$ cat config.mk
export PLATFORM = sky130hd
export DESIGN_NAME = sliding_window_mean_std_median_top
export DESIGN_NICKNAME = d
export VERILOG_FILES = /design/src/rtl/swm_pkg.sv /design/src/rtl/swm_div.sv /design/src/rtl/swm_sqrt.sv /design/src/rtl/sliding_window_mean_std_median_top.sv
export SDC_FILE = /design/constraint.sdc
export NUM_CORES = 2
export LEC_CHECK = 0
export BUFFER_PORTS_ARGS = -buffer_cell sky130_fd_sc_hd__buf_4
export CAP_MARGIN = 30
export CORE_MARGIN = 2
export CORE_UTILIZATION = 30
export CTS_BUF_LIST = sky130_fd_sc_hd__clkbuf_4
export DETAILED_ROUTE_END_ITERATION = 10
export SYNTH_ARGS = -nofsm -noshare
export SYNTH_HDL_FRONTEND = slang
export SYNTH_SLANG_ARGS = --single-unit
$ cat constraint.sdc
create_clock -name i_clk -period 23.1 [get_ports i_clk]
set_input_delay 5.775 -clock i_clk [delete_from_list [all_inputs] [get_ports i_clk]]
set_output_delay 5.775 -clock i_clk [all_outputs]
set_load 0.03 [all_outputs]
$ cat src/rtl/swm_pkg.sv
// Shared types and constants for the sliding window mean/deviation/median block.
// Depends on nothing; swm_div and the top level refer to it by scoped names.
`default_nettype none

package swm_pkg;

    localparam int SAMPLE_WIDTH = 24;
    localparam int TIME_WIDTH   = 32;

    typedef struct packed {
        logic signed [SAMPLE_WIDTH-1:0] sample_value;
        logic        [TIME_WIDTH-1:0]   sample_time;
    } t_in;

    typedef struct packed {
        logic        [TIME_WIDTH-1:0]   center_time;
        logic signed [SAMPLE_WIDTH-1:0] window_mean;
        logic        [SAMPLE_WIDTH-1:0] window_deviation;
        logic signed [SAMPLE_WIDTH-1:0] window_median;
    } t_out;

    // Command to the shared constant divider.
    typedef struct packed {
        logic start;
        logic narrow;   // dividend holds only the low narrow-width bits
    } t_div_cmd;

    typedef enum logic [3:0] {
        ST_IDLE,
        ST_SUM,
        ST_MSTART,
        ST_MWAIT,
        ST_VAR,
        ST_VSTART,
        ST_VWAIT,
        ST_ROOT,
        ST_DONE
    } t_state;

endpackage

`default_nettype wire

$ cat src/rtl/swm_div.sv
// Divider by a constant: one 16-bit quotient digit per cycle by reciprocal multiply.
// Depends on swm_pkg for the command struct.
`default_nettype none

module swm_div #(
    parameter int DIVISOR  = 5,
    parameter int DIV_W    = 52,
    parameter int NARROW_W = 27
) (
    input  wire                    i_clk,
    input  wire                    i_rst_n,
    input  swm_pkg::t_div_cmd      i_cmd,
    input  wire  [DIV_W-1:0]       i_dividend,
    output logic [DIV_W-1:0]       o_quotient,
    output logic                   o_done
);

    localparam int DIG_W    = 16;
    localparam int SHIFT    = 24;
    localparam int REM_W    = $clog2(DIVISOR);
    localparam int X_W      = REM_W + DIG_W;
    localparam int P_W      = SHIFT + DIG_W;
    localparam int WIDE_D   = (DIV_W + DIG_W - 1) / DIG_W;
    localparam int NARROW_D = (NARROW_W + DIG_W - 1) / DIG_W;
    localparam int ACC_W    = WIDE_D * DIG_W;
    localparam int CNT_W    = $clog2(WIDE_D + 1);
    // Reciprocal rounded up; exact floor for any partial dividend below DIVISOR << DIG_W.
    localparam logic [SHIFT-1:0] RECIP = SHIFT'(((longint'(1) << SHIFT)
        + longint'(DIVISOR) - longint'(1)) / longint'(DIVISOR));
    localparam logic [X_W-1:0] DIV_K = X_W'(DIVISOR);

    logic [ACC_W-1:0] r_acc;
    logic [REM_W-1:0] r_rem;
    logic [CNT_W-1:0] r_cnt;
    logic             r_done;

    logic [X_W-1:0]   w_x;
    logic [P_W-1:0]   w_prod;
    logic [DIG_W-1:0] w_qd;
    logic [X_W-1:0]   w_back;
    logic [X_W-1:0]   w_left;

    assign w_x    = {r_rem, r_acc[ACC_W-1 -: DIG_W]};
    assign w_prod = P_W'(w_x) * P_W'(RECIP);
    assign w_qd   = w_prod[SHIFT +: DIG_W];
    assign w_back = X_W'(w_qd) * DIV_K;
    assign w_left = w_x - w_back;

    always_ff @(posedge i_clk) begin
        if (!i_rst_n) begin
            r_cnt  <= '0;
            r_done <= 1'b0;
        end else begin
            r_done <= (r_cnt == CNT_W'(1));
            if (i_cmd.start) begin
                r_cnt <= i_cmd.narrow ? CNT_W'(NARROW_D) : CNT_W'(WIDE_D);
            end else if (r_cnt != '0) begin
                r_cnt <= r_cnt - CNT_W'(1);
            end
        end
    end

    // Top-align a narrow dividend so the quotient lands in the low digits.
    always_ff @(posedge i_clk) begin
        if (i_cmd.start) begin
            r_rem <= '0;
            r_acc <= i_cmd.narrow ? (ACC_W'(i_dividend) << (ACC_W - NARROW_D * DIG_W))
                                  : ACC_W'(i_dividend);
        end else if (r_cnt != '0) begin
            r_rem <= w_left[REM_W-1:0];
            r_acc <= {r_acc[ACC_W-DIG_W-1:0], w_qd};
        end
    end

    assign o_quotient = r_acc[DIV_W-1:0];
    assign o_done     = r_done;

endmodule

`default_nettype wire

$ cat src/rtl/swm_sqrt.sv
// Iterative floor square root: one root bit per cycle, digit by digit.
// Depends on nothing beyond its ports.
`default_nettype none

module swm_sqrt #(
    parameter int RT_W = 24
) (
    input  wire                   i_clk,
    input  wire                   i_rst_n,
    input  wire                   i_start,
    input  wire  [2*RT_W-1:0]     i_radicand,
    output logic [RT_W-1:0]       o_root,
    output logic                  o_done
);

    localparam int REM_W = RT_W + 2;
    localparam int CNT_W = $clog2(RT_W + 1);

    logic [2*RT_W-1:0] r_x;
    logic [REM_W-1:0]  r_rem;
    logic [RT_W-1:0]   r_root;
    logic [CNT_W-1:0]  r_cnt;
    logic              r_done;

    logic [REM_W+1:0]  w_rem_in;
    logic [REM_W+1:0]  w_trial;
    logic              w_ge;
    logic [REM_W+1:0]  w_diff;

    assign w_rem_in = {r_rem, r_x[2*RT_W-1 -: 2]};
    assign w_trial  = {2'b00, r_root, 2'b01};
    assign w_ge     = (w_rem_in >= w_trial);
    assign w_diff   = w_rem_in - w_trial;

    always_ff @(posedge i_clk) begin
        if (!i_rst_n) begin
            r_cnt  <= '0;
            r_done <= 1'b0;
        end else begin
            r_done <= (r_cnt == CNT_W'(1));
            if (i_start) begin
                r_cnt <= CNT_W'(RT_W);
            end else if (r_cnt != '0) begin
                r_cnt <= r_cnt - CNT_W'(1);
            end
        end
    end

    // Bring down two radicand bits, try root*4+1, keep the remainder.
    always_ff @(posedge i_clk) begin
        if (i_start) begin
            r_x    <= i_radicand;
            r_rem  <= '0;
            r_root <= '0;
        end else if (r_cnt != '0) begin
            r_x    <= {r_x[2*RT_W-3:0], 2'b00};
            r_rem  <= w_ge ? w_diff[REM_W-1:0] : w_rem_in[REM_W-1:0];
            r_root <= {r_root[RT_W-2:0], w_ge};
        end
    end

    assign o_root = r_root;
    assign o_done = r_done;

endmodule

`default_nettype wire

$ cat src/rtl/sliding_window_mean_std_median_top.sv
// Top level of the sliding window mean, deviation and median block.
// Depends on swm_pkg, swm_div (shared constant divider) and swm_sqrt.
//
//   channel | direction | handshake               | word
//   --------+-----------+-------------------------+-------------------------
//   in      | into      | i_in_valid / o_in_ready | swm_pkg::t_in  (sample)
//   out     | out of    | o_out_valid/i_out_ready | swm_pkg::t_out (result)
//
// Flow: a sample that only fills the window is taken in ST_IDLE, and the
//   block stays ready for the next one. Once the window is full a sample
//   starts a sum/rank pass over the window, a divide of the sum (2 16-bit
//   divider digits for N = 5), a square pass, a divide of the square sum
//   (4 16-bit divider digits), then the square root.
//   The square root, one root bit per cycle, is the longest of these steps.
// Reset: synchronous, active low; clears the sequencer, fill count and the
//   output valid. The window contents are don't-care until it is full.
// Stalls: the result sits in an output register, so a new sample is taken
//   while the previous result waits; a finished result waits in ST_DONE only
//   while the output register is still full.
`default_nettype none

module sliding_window_mean_std_median_top #(
    parameter int WINDOW_SIZE = 5
) (
    input  wire                 i_clk,
    input  wire                 i_rst_n,
    input  wire                 i_in_valid,
    output logic                o_in_ready,
    input  swm_pkg::t_in        i_in_data,
    output logic                o_out_valid,
    input  wire                 i_out_ready,
    output swm_pkg::t_out       o_out_data
);

    localparam int SW     = swm_pkg::SAMPLE_WIDTH;
    localparam int TW     = swm_pkg::TIME_WIDTH;
    localparam int CNT_W  = $clog2(WINDOW_SIZE + 1);
    localparam int IX_W   = $clog2(WINDOW_SIZE);
    localparam int SUM_W  = SW + $clog2(WINDOW_SIZE);
    localparam int SQ_W   = 2 * SW + $clog2(WINDOW_SIZE);
    localparam int MID    = WINDOW_SIZE / 2;
    localparam logic [CNT_W-1:0] N_CNT    = CNT_W'(WINDOW_SIZE);
    localparam logic [CNT_W-1:0] LAST_CNT = CNT_W'(WINDOW_SIZE - 1);
    localparam logic [CNT_W-1:0] MID_CNT  = CNT_W'(MID);

    // Window: oldest at index 0, newest at WINDOW_SIZE-1.
    logic signed [SW-1:0] r_win  [WINDOW_SIZE];
    logic        [TW-1:0] r_time [WINDOW_SIZE];

    swm_pkg::t_state      r_state, n_state;
    logic [CNT_W-1:0]     r_fill;
    logic [CNT_W-1:0]     r_cnt, n_cnt;
    logic signed [SUM_W-1:0] r_sum;
    logic signed [SW-1:0] r_mean;
    logic signed [SW-1:0] r_median;
    logic [2*SW-1:0]      r_prod;
    logic [SQ_W-1:0]      r_sq;
    logic                 r_out_valid;
    swm_pkg::t_out        r_out;

    logic                 w_in_fire;
    logic                 w_out_load;
    logic [IX_W-1:0]      w_idx;
    logic signed [SW-1:0] w_cand;
    logic [CNT_W-1:0]     w_less;
    logic [CNT_W-1:0]     w_leq;
    logic [SUM_W-1:0]     w_sum_mag;
    logic [SW-1:0]        w_q_mean;
    logic signed [SW:0]   w_dev;
    logic [SW:0]          w_dev_mag;

    swm_pkg::t_div_cmd    w_div_cmd;
    logic [SQ_W-1:0]      w_div_in;
    logic [SQ_W-1:0]      w_div_q;
    logic                 w_div_done;
    logic                 w_sqrt_start;
    logic [SW-1:0]        w_root;
    logic                 w_sqrt_done;

    assign o_in_ready = (r_state == swm_pkg::ST_IDLE);
    assign w_in_fire  = i_in_valid && o_in_ready;
    assign w_out_load = (r_state == swm_pkg::ST_DONE) && (!r_out_valid || i_out_ready);

    assign w_idx  = r_cnt[IX_W-1:0];
    assign w_cand = r_win[w_idx];

    // Rank of the current candidate: counts of smaller and not-larger entries.
    always_comb begin
        w_less = '0;
        w_leq  = '0;
        for (int j = 0; j < WINDOW_SIZE; j++) begin
            w_less = w_less + CNT_W'(r_win[j] <  w_cand);
            w_leq  = w_leq  + CNT_W'(r_win[j] <= w_cand);
        end
    end

    assign w_sum_mag = r_sum[SUM_W-1] ? SUM_W'(-r_sum) : SUM_W'(r_sum);
    assign w_q_mean  = w_div_q[SW-1:0];
    assign w_dev     = (SW + 1)'(w_cand) - (SW + 1)'(r_mean);
    assign w_dev_mag = w_dev[SW] ? (SW + 1)'(-w_dev) : (SW + 1)'(w_dev);

    assign w_div_in = (r_state == swm_pkg::ST_MSTART) ? SQ_W'(w_sum_mag) : r_sq;

    swm_div #(
        .DIVISOR  (WINDOW_SIZE),
        .DIV_W    (SQ_W),
        .NARROW_W (SUM_W)
    ) u_div (
        .i_clk      (i_clk),
        .i_rst_n    (i_rst_n),
        .i_cmd      (w_div_cmd),
        .i_dividend (w_div_in),
        .o_quotient (w_div_q),
        .o_done     (w_div_done)
    );

    swm_sqrt #(
        .RT_W (SW)
    ) u_sqrt (
        .i_clk      (i_clk),
        .i_rst_n    (i_rst_n),
        .i_start    (w_sqrt_start),
        .i_radicand (w_div_q[2*SW-1:0]),
        .o_root     (w_root),
        .o_done     (w_sqrt_done)
    );

    // Sequencer: next state, counter and unit commands.
    always_comb begin
        n_state      = r_state;
        n_cnt        = r_cnt;
        w_div_cmd    = '0;
        w_sqrt_start = 1'b0;
        unique case (r_state)
            swm_pkg::ST_IDLE: begin
                n_cnt = '0;
                // Start work once this sample completes the window.
                if (w_in_fire && (r_fill == N_CNT || r_fill == LAST_CNT)) begin
                    n_state = swm_pkg::ST_SUM;
                end
            end
            swm_pkg::ST_SUM: begin
                n_cnt = r_cnt + CNT_W'(1);
                if (r_cnt == LAST_CNT) begin
                    n_state = swm_pkg::ST_MSTART;
                end
            end
            swm_pkg::ST_MSTART: begin
                n_cnt            = '0;
                w_div_cmd.start  = 1'b1;
                w_div_cmd.narrow = 1'b1;
                n_state          = swm_pkg::ST_MWAIT;
            end
            swm_pkg::ST_MWAIT: begin
                if (w_div_done) begin
                    n_state = swm_pkg::ST_VAR;
                end
            end
            swm_pkg::ST_VAR: begin
                n_cnt = r_cnt + CNT_W'(1);
                if (r_cnt == N_CNT) begin
                    n_state = swm_pkg::ST_VSTART;
                end
            end
            swm_pkg::ST_VSTART: begin
                w_div_cmd.start = 1'b1;
                n_state         = swm_pkg::ST_VWAIT;
            end
            swm_pkg::ST_VWAIT: begin
                if (w_div_done) begin
                    w_sqrt_start = 1'b1;
                    n_state      = swm_pkg::ST_ROOT;
                end
            end
            swm_pkg::ST_ROOT: begin
                if (w_sqrt_done) begin
                    n_state = swm_pkg::ST_DONE;
                end
            end
            swm_pkg::ST_DONE: begin
                if (w_out_load) begin
                    n_state = swm_pkg::ST_IDLE;
                end
            end
            default: begin
                n_state = swm_pkg::ST_IDLE;
            end
        endcase
    end

    always_ff @(posedge i_clk) begin
        if (!i_rst_n) begin
            r_state     <= swm_pkg::ST_IDLE;
            r_cnt       <= '0;
            r_fill      <= '0;
            r_out_valid <= 1'b0;
        end else begin
            r_state <= n_state;
            r_cnt   <= n_cnt;
            // Saturate the fill count at the window size.
            if (w_in_fire && r_fill != N_CNT) begin
                r_fill <= r_fill + CNT_W'(1);
            end
            if (w_out_load) begin
                r_out_valid <= 1'b1;
            end else if (i_out_ready) begin
                r_out_valid <= 1'b0;
            end
        end
    end

    // Datapath registers.
    always_ff @(posedge i_clk) begin
        // Shift the window by one on every accepted sample.
        if (w_in_fire) begin
            for (int k = 0; k < WINDOW_SIZE - 1; k++) begin
                r_win[k]  <= r_win[k+1];
                r_time[k] <= r_time[k+1];
            end
            r_win[WINDOW_SIZE-1]  <= i_in_data.sample_value;
            r_time[WINDOW_SIZE-1] <= i_in_data.sample_time;
        end

        case (r_state)
            swm_pkg::ST_IDLE: begin
                r_sum <= '0;
            end
            swm_pkg::ST_SUM: begin
                r_sum <= r_sum + SUM_W'(w_cand);
                // Candidate sits at the middle rank: keep it as the median.
                if (w_less <= MID_CNT && w_leq > MID_CNT) begin
                    r_median <= w_cand;
                end
            end
            swm_pkg::ST_MWAIT: begin
                if (w_div_done) begin
                    r_mean <= r_sum[SUM_W-1] ? SW'(-w_q_mean) : SW'(w_q_mean);
                    r_sq   <= '0;
                end
            end
            swm_pkg::ST_VAR: begin
                // Square one deviation per cycle, accumulate it the next.
                if (r_cnt != N_CNT) begin
                    r_prod <= w_dev_mag[SW-1:0] * w_dev_mag[SW-1:0];
                end
                if (r_cnt != '0) begin
                    r_sq <= r_sq + SQ_W'(r_prod);
                end
            end
            swm_pkg::ST_DONE: begin
                if (w_out_load) begin
                    r_out.center_time      <= r_time[MID];
                    r_out.window_mean      <= r_mean;
                    r_out.window_deviation <= w_root;
                    r_out.window_median    <= r_median;
                end
            end
            default: begin
            end
        endcase
    end

    assign o_out_valid = r_out_valid;
    assign o_out_data  = r_out;

endmodule

`default_nettype wire
; ---- After elaboration in Yosys (flattened, before gate mapping)
; Memories as Yosys holds them, arrays and structs flattened. A register that Yosys moved wholly into a read port is not among the register bits.
; Index checks and enable logic that the tools add are counted.
[word_totals]
reg_bits = 464
ramBits = 280
input_bits = 60
output_inout_bits = 106
elab_cells = 152
n_memories = 2
[mem_list]
columns = name, depth, word_bits, read_ports, rd_ports_with_merged_regs, write_ports, line
row1 = r_time, 5, 32, 4, 0, 5, sliding_window_mean_std_median_top.sv:48  ; logic [TW-1:0] r_time [WINDOW_SIZE];
row2 = r_win, 5, 24, 6, 1, 5, sliding_window_mean_std_median_top.sv:47  ; logic signed [SW-1:0] r_win [WINDOW_SIZE];
[classes]
add_sub_neg = 20
multipliers = 3
magnitude_cmp = 13
n_eq_ne = 24
muxes = 38
n_bitwise = 1
n_reduce_logical = 28
[op_table]
columns = operator, n
row1 = 64-bit two-way mux, 3
row2 = 51-bit two-way mux, 3
row3 = 24-bit <= comparator, 5
row4 = 24-bit < comparator, 5
row5 = 51-bit case mux with 2 select lines, 1
row6 = 48-bit two-way mux, 2
row7 = 27-bit case mux with 2 select lines, 1
row8 = 51-bit by 48-bit adder with 51-bit output, 1
row9 = 24-bit by 24-bit multiplier with 48-bit output, 1
row10 = 24-bit two-way mux, 2
row11 = 24-bit negator, 2
row12 = "19-bit by 20-bit multiplier with 38-bit output, second input constant", 1
row13 = 4-bit case mux with 9 select lines, 1
row14 = 28-bit by 26-bit >= comparator with 1-bit output, 1
row15 = 4-bit two-way mux, 7
row16 = 27-bit by 24-bit adder with 27-bit output, 1
row17 = 27-bit two-way mux, 1
row18 = 27-bit negator, 1
row19 = 26-bit two-way mux, 1
row20 = 26-bit subtractor, 1
row21 = 24-bit by 24-bit subtractor with 25-bit output, 1
row22 = "4-bit by 3-bit == test with 1-bit output, second input constant", 4
row23 = "16-bit by 3-bit multiplier with 3-bit output, second input constant", 1
row24 = 3-bit two-way mux, 5
row25 = 33 further kinds, 75

; ---- Depth between registers and ports, before layout
; An unclocked memory read counts as a cell.
[logic_depth]
ltp_word = 9
depth_mapped = 47
ltp_nobuf = 42

; ---- By module
; From an unflattened synthesis, not the netlist that was laid out.
[hier_totals]
cells_unflattened = 5417
area_unflattened_um2 = 57584.0
[by_module_without_submodules]
columns = module, instances, cells_each, area_each_um2, seq_area_each_um2
row1 = sliding_window_mean_std_median_top, 1, 3847, 42419.4, 15084.5
row2 = swm_div, 1, 937, 9080.0, 2062.0
row3 = swm_sqrt, 1, 633, 6084.6, 2562.5

; ---- Least setup slack after synthesis
; OpenSTA, ideal clock, no wires.
[synth_timing]
path_type = input-to-reg
from = input port i_in_valid
to = register r_fill[2]
setup_time_ps = 137
t_arrival_ps = 11506
t_required_ps = 22963
path_slack_ps = 11457
path_stages = 3
n_path_buf = 0
path_cell_list = and2_1 -> and4b_1 -> nor3b_1
[synth_between]
elab_chain_len = 2
[synth_lines]
columns = item, line
row1 = from (decl), sliding_window_mean_std_median_top.sv:27  ; input wire i_in_valid,
row2 = 1-bit logical AND, sliding_window_mean_std_median_top.sv:81  ; assign w_in_fire = i_in_valid && o_in_ready;
row3 = 1-bit logical AND, sliding_window_mean_std_median_top.sv:201  ; if (w_in_fire && r_fill != N_CNT) begin
row4 = to (signal assigned), sliding_window_mean_std_median_top.sv:202  ; r_fill <= r_fill + CNT_W'(1);
row5 = to (decl), sliding_window_mean_std_median_top.sv:51  ; logic [CNT_W-1:0] r_fill;
; Every way passes these cells.
; A chain may end at the register's enable or synchronous reset.

==> metrics <==
routed wire length=145000 um; CP bufs+invs=7; Crit path max-delay family=adder cells; TritonCTS clock tree=done; fin util=0.337; crit share post-route=0.557; ys flop type=edfxtp_1; Die X=435 um; Fin Clk Skew=0.0706 ns; Setup crit end kind=flip-flop; row cnt=158; Synth area leaders=edfxtp_1, fa_1, ha_1, inv_1, nand2_1; post-synthesis sequential area ratio=0.353; cell repeated most along the worst path=fa_1; Final GP Congestion=0.896; dpl ws=9.75 ns; first-pass GRT wire length=228000 um; Synth Warn #=0; Total Nets Final=6547; # DRC=0; unrepaired setup endpoints after global routing=no; Syn Inst Count=5139; DRT Pass-1 Iters=5; Wirelength per Cell=18.1 um; layout cell share with drive strength beyond 1=0.110; status=completed; reg2reg setup slack=10.24 ns; die height=435 um; Syn Nets=6295; most frequent cells in the layout=inv_1, edfxtp_1, ha_1, fa_1, nand2_1; EDFF count, synth=605; CP max-delay cell=o31ai_4; TritonCTS Sinks=682; area grow syn2layout=11.9%; worst skew pair latency=1.08 ns; Hold Path Class=flip-flop to flip-flop; mux share of post-synthesis cell area=0.0205; Yosys top cell area share=0.326; GRT Total Usage=0.152; antenna violations before repair=4; clk slew on worst S/H paths=0.06 ns; CP max stage delay=0.72 ns; commonest non-fill, non-tap cell in the layout=inv_1; core area=185000 um^2; clk buf depth=3; Netlist cell types=100; Slew HR=0.332; First DRT Iteration DRCs=2680; die area=189000 um^2; depth of the worst hold-timing path=0; Synth Register Bits=682; Worst path depth=38; CTS Root Cell=clkbuf_4; minimum clock period=12.86 ns; XOR/XNOR share of the synthesized area=0.0385; hold_sp=r_time[0][118]$_DFFE_PP_; asr flop ratio synth=0; largest net degree at the start of global routing=87; Hold Path End=r_time[0][86]$_DFFE_PP_; actual slew at the worst max-slew pin=0.996 ns; vias in the first global route=39.2k; number of I/O port buffers=165; total CTS buffers=181; setup TNS=0 ns; CP required=23.87 ns; final setup vio count=0; number of max-slew violations in the final report=0; Avg Synthesized Cell Area=10.9 um^2; synthesized area=55800 um^2; drt via density=4.79; Setup CP Type=flip-flop to flip-flop; Fill cells=18.7k; # Max-Cap Violations=0; R2R depth=38; Worst EP arrival=13.63 ns; synthesized-area fraction occupied by ao, oa, aoi and oai cells=0.100; post-CTS setup buffer count=0; IO Count=166; GRT overflow=0; CTS-repair resized insts=0; Detail Route Antenna Nets=0; via count=38.4k; CP startpoint kind=flip-flop; final setup margin=10.24 ns; post-detailed-placement half-perimeter wirelength=114000 um; largest family of logic cells by synthesized area=adder cells; Synth Area in Simple Gates=0.106; most area-hungry cell type in the Yosys netlist=edfxtp_1; Initial Util=0.301; footprint of the multi-input gates=32600 um^2; crit-path max FO=22; adder-cell share of the synthesized area=0.317; CTS H-tree depth=4; cts hold-fix bufs=0; register cell area after layout=19700 um^2; Fmax=0.0778 GHz; final hold violation count=0; R2R Path End=r_prod[47]$_DFFE_PP_
-- area by class of cell --
cell class / instances / share of cell area
Antenna cell: 4 / 0.000160
Clock buffer: 242 / 0.0291
Clock inverter: 86 / 0.00814
Inverter: 783 / 0.0471
Multi-Input combinational cell: 3524 / 0.523
Sequential cell: 682 / 0.316
Tap cell: 2480 / 0.0497
Timing Repair Buffer: 219 / 0.0271
-- registers in the layout, summed over array words and instances (netlist names), 26 cells and up, named ones only --
name / flops
o_out_data: 104
r_prod: 47
r_sq: 51
r_sum: 27
r_time: 96
r_win: 120
u_div.r_acc: 64
u_sqrt.r_rem: 26
u_sqrt.r_x: 48
-- stage by stage --
step	std cells	hold WS, ns	instance area (um^2)
2_1_floorplan	5139	0.400	55800
5_1_grt	8020	0.402	62400
3_5_place_dp	7685	0.405	60000
4_1_cts	8013	0.376	62300
3_3_place_gp	7684	0.400	60000
6_report	8020	0.389	62400
-- kinds of logic (layout without fill, tap and decap cells) --
| logic type | Yosys count | count (layout) |
|---|---|---|
| AND/OR/NAND/NOR | 1287 | 1287 |
| adder cells (fa/ha/maj) | 1096 | 1096 |
| buffers and inverters | 933 | 1330 |
| AO/OA/AOI/OAI | 823 | 823 |
| flip-flops | 682 | 682 |
| XOR/XNOR | 234 | 234 |
| multiplexers | 84 | 84 |
| other | 0 | 4 |
-- cells in the mapped netlist, drive strengths merged (60+ instances only) --
cell    instances
inv           783
edfxtp        605
ha            565
fa            531
nand2         453
nor2          394
a21oi         206
xnor2         159
o21ai         150
a21o          123
clkbuf        101
dfxtp          77
nor3           77
xor2           75
mux2i          60
-- worst max path at each step --
| stage | start | endpoint |
|---|---|---|
| after floorplan | i_in_valid | r_fill[2]$_SDFFE_PN0P_ |
| after global placement | flip-flop | r_prod[47]$_DFFE_PP_ |
| after detailed placement | flip-flop | r_prod[47]$_DFFE_PP_ |
| after CTS | flip-flop | r_prod[47]$_DFFE_PP_ |
| after global routing | flip-flop | r_prod[47]$_DFFE_PP_ |
| final | flip-flop | r_prod[47]$_DFFE_PP_ |
-- per-layer routing --
| metal | vias to the layer above | track usage | wire (um) |
|---|---|---|---|
| li1 | 18200 | - | - |
| met2 | 1076 | 0.252 | 69000 |
| met5 | - | 0 | 14 |
| met4 | 2 | 0.0403 | 3280 |
| met1 | 19000 | 0.206 | 64900 |
| met3 | 215 | 0.0250 | 7730 |
Power is not shown: default switching activity piles up to over one toggle a cycle in this logic, so the estimate is an artifact.
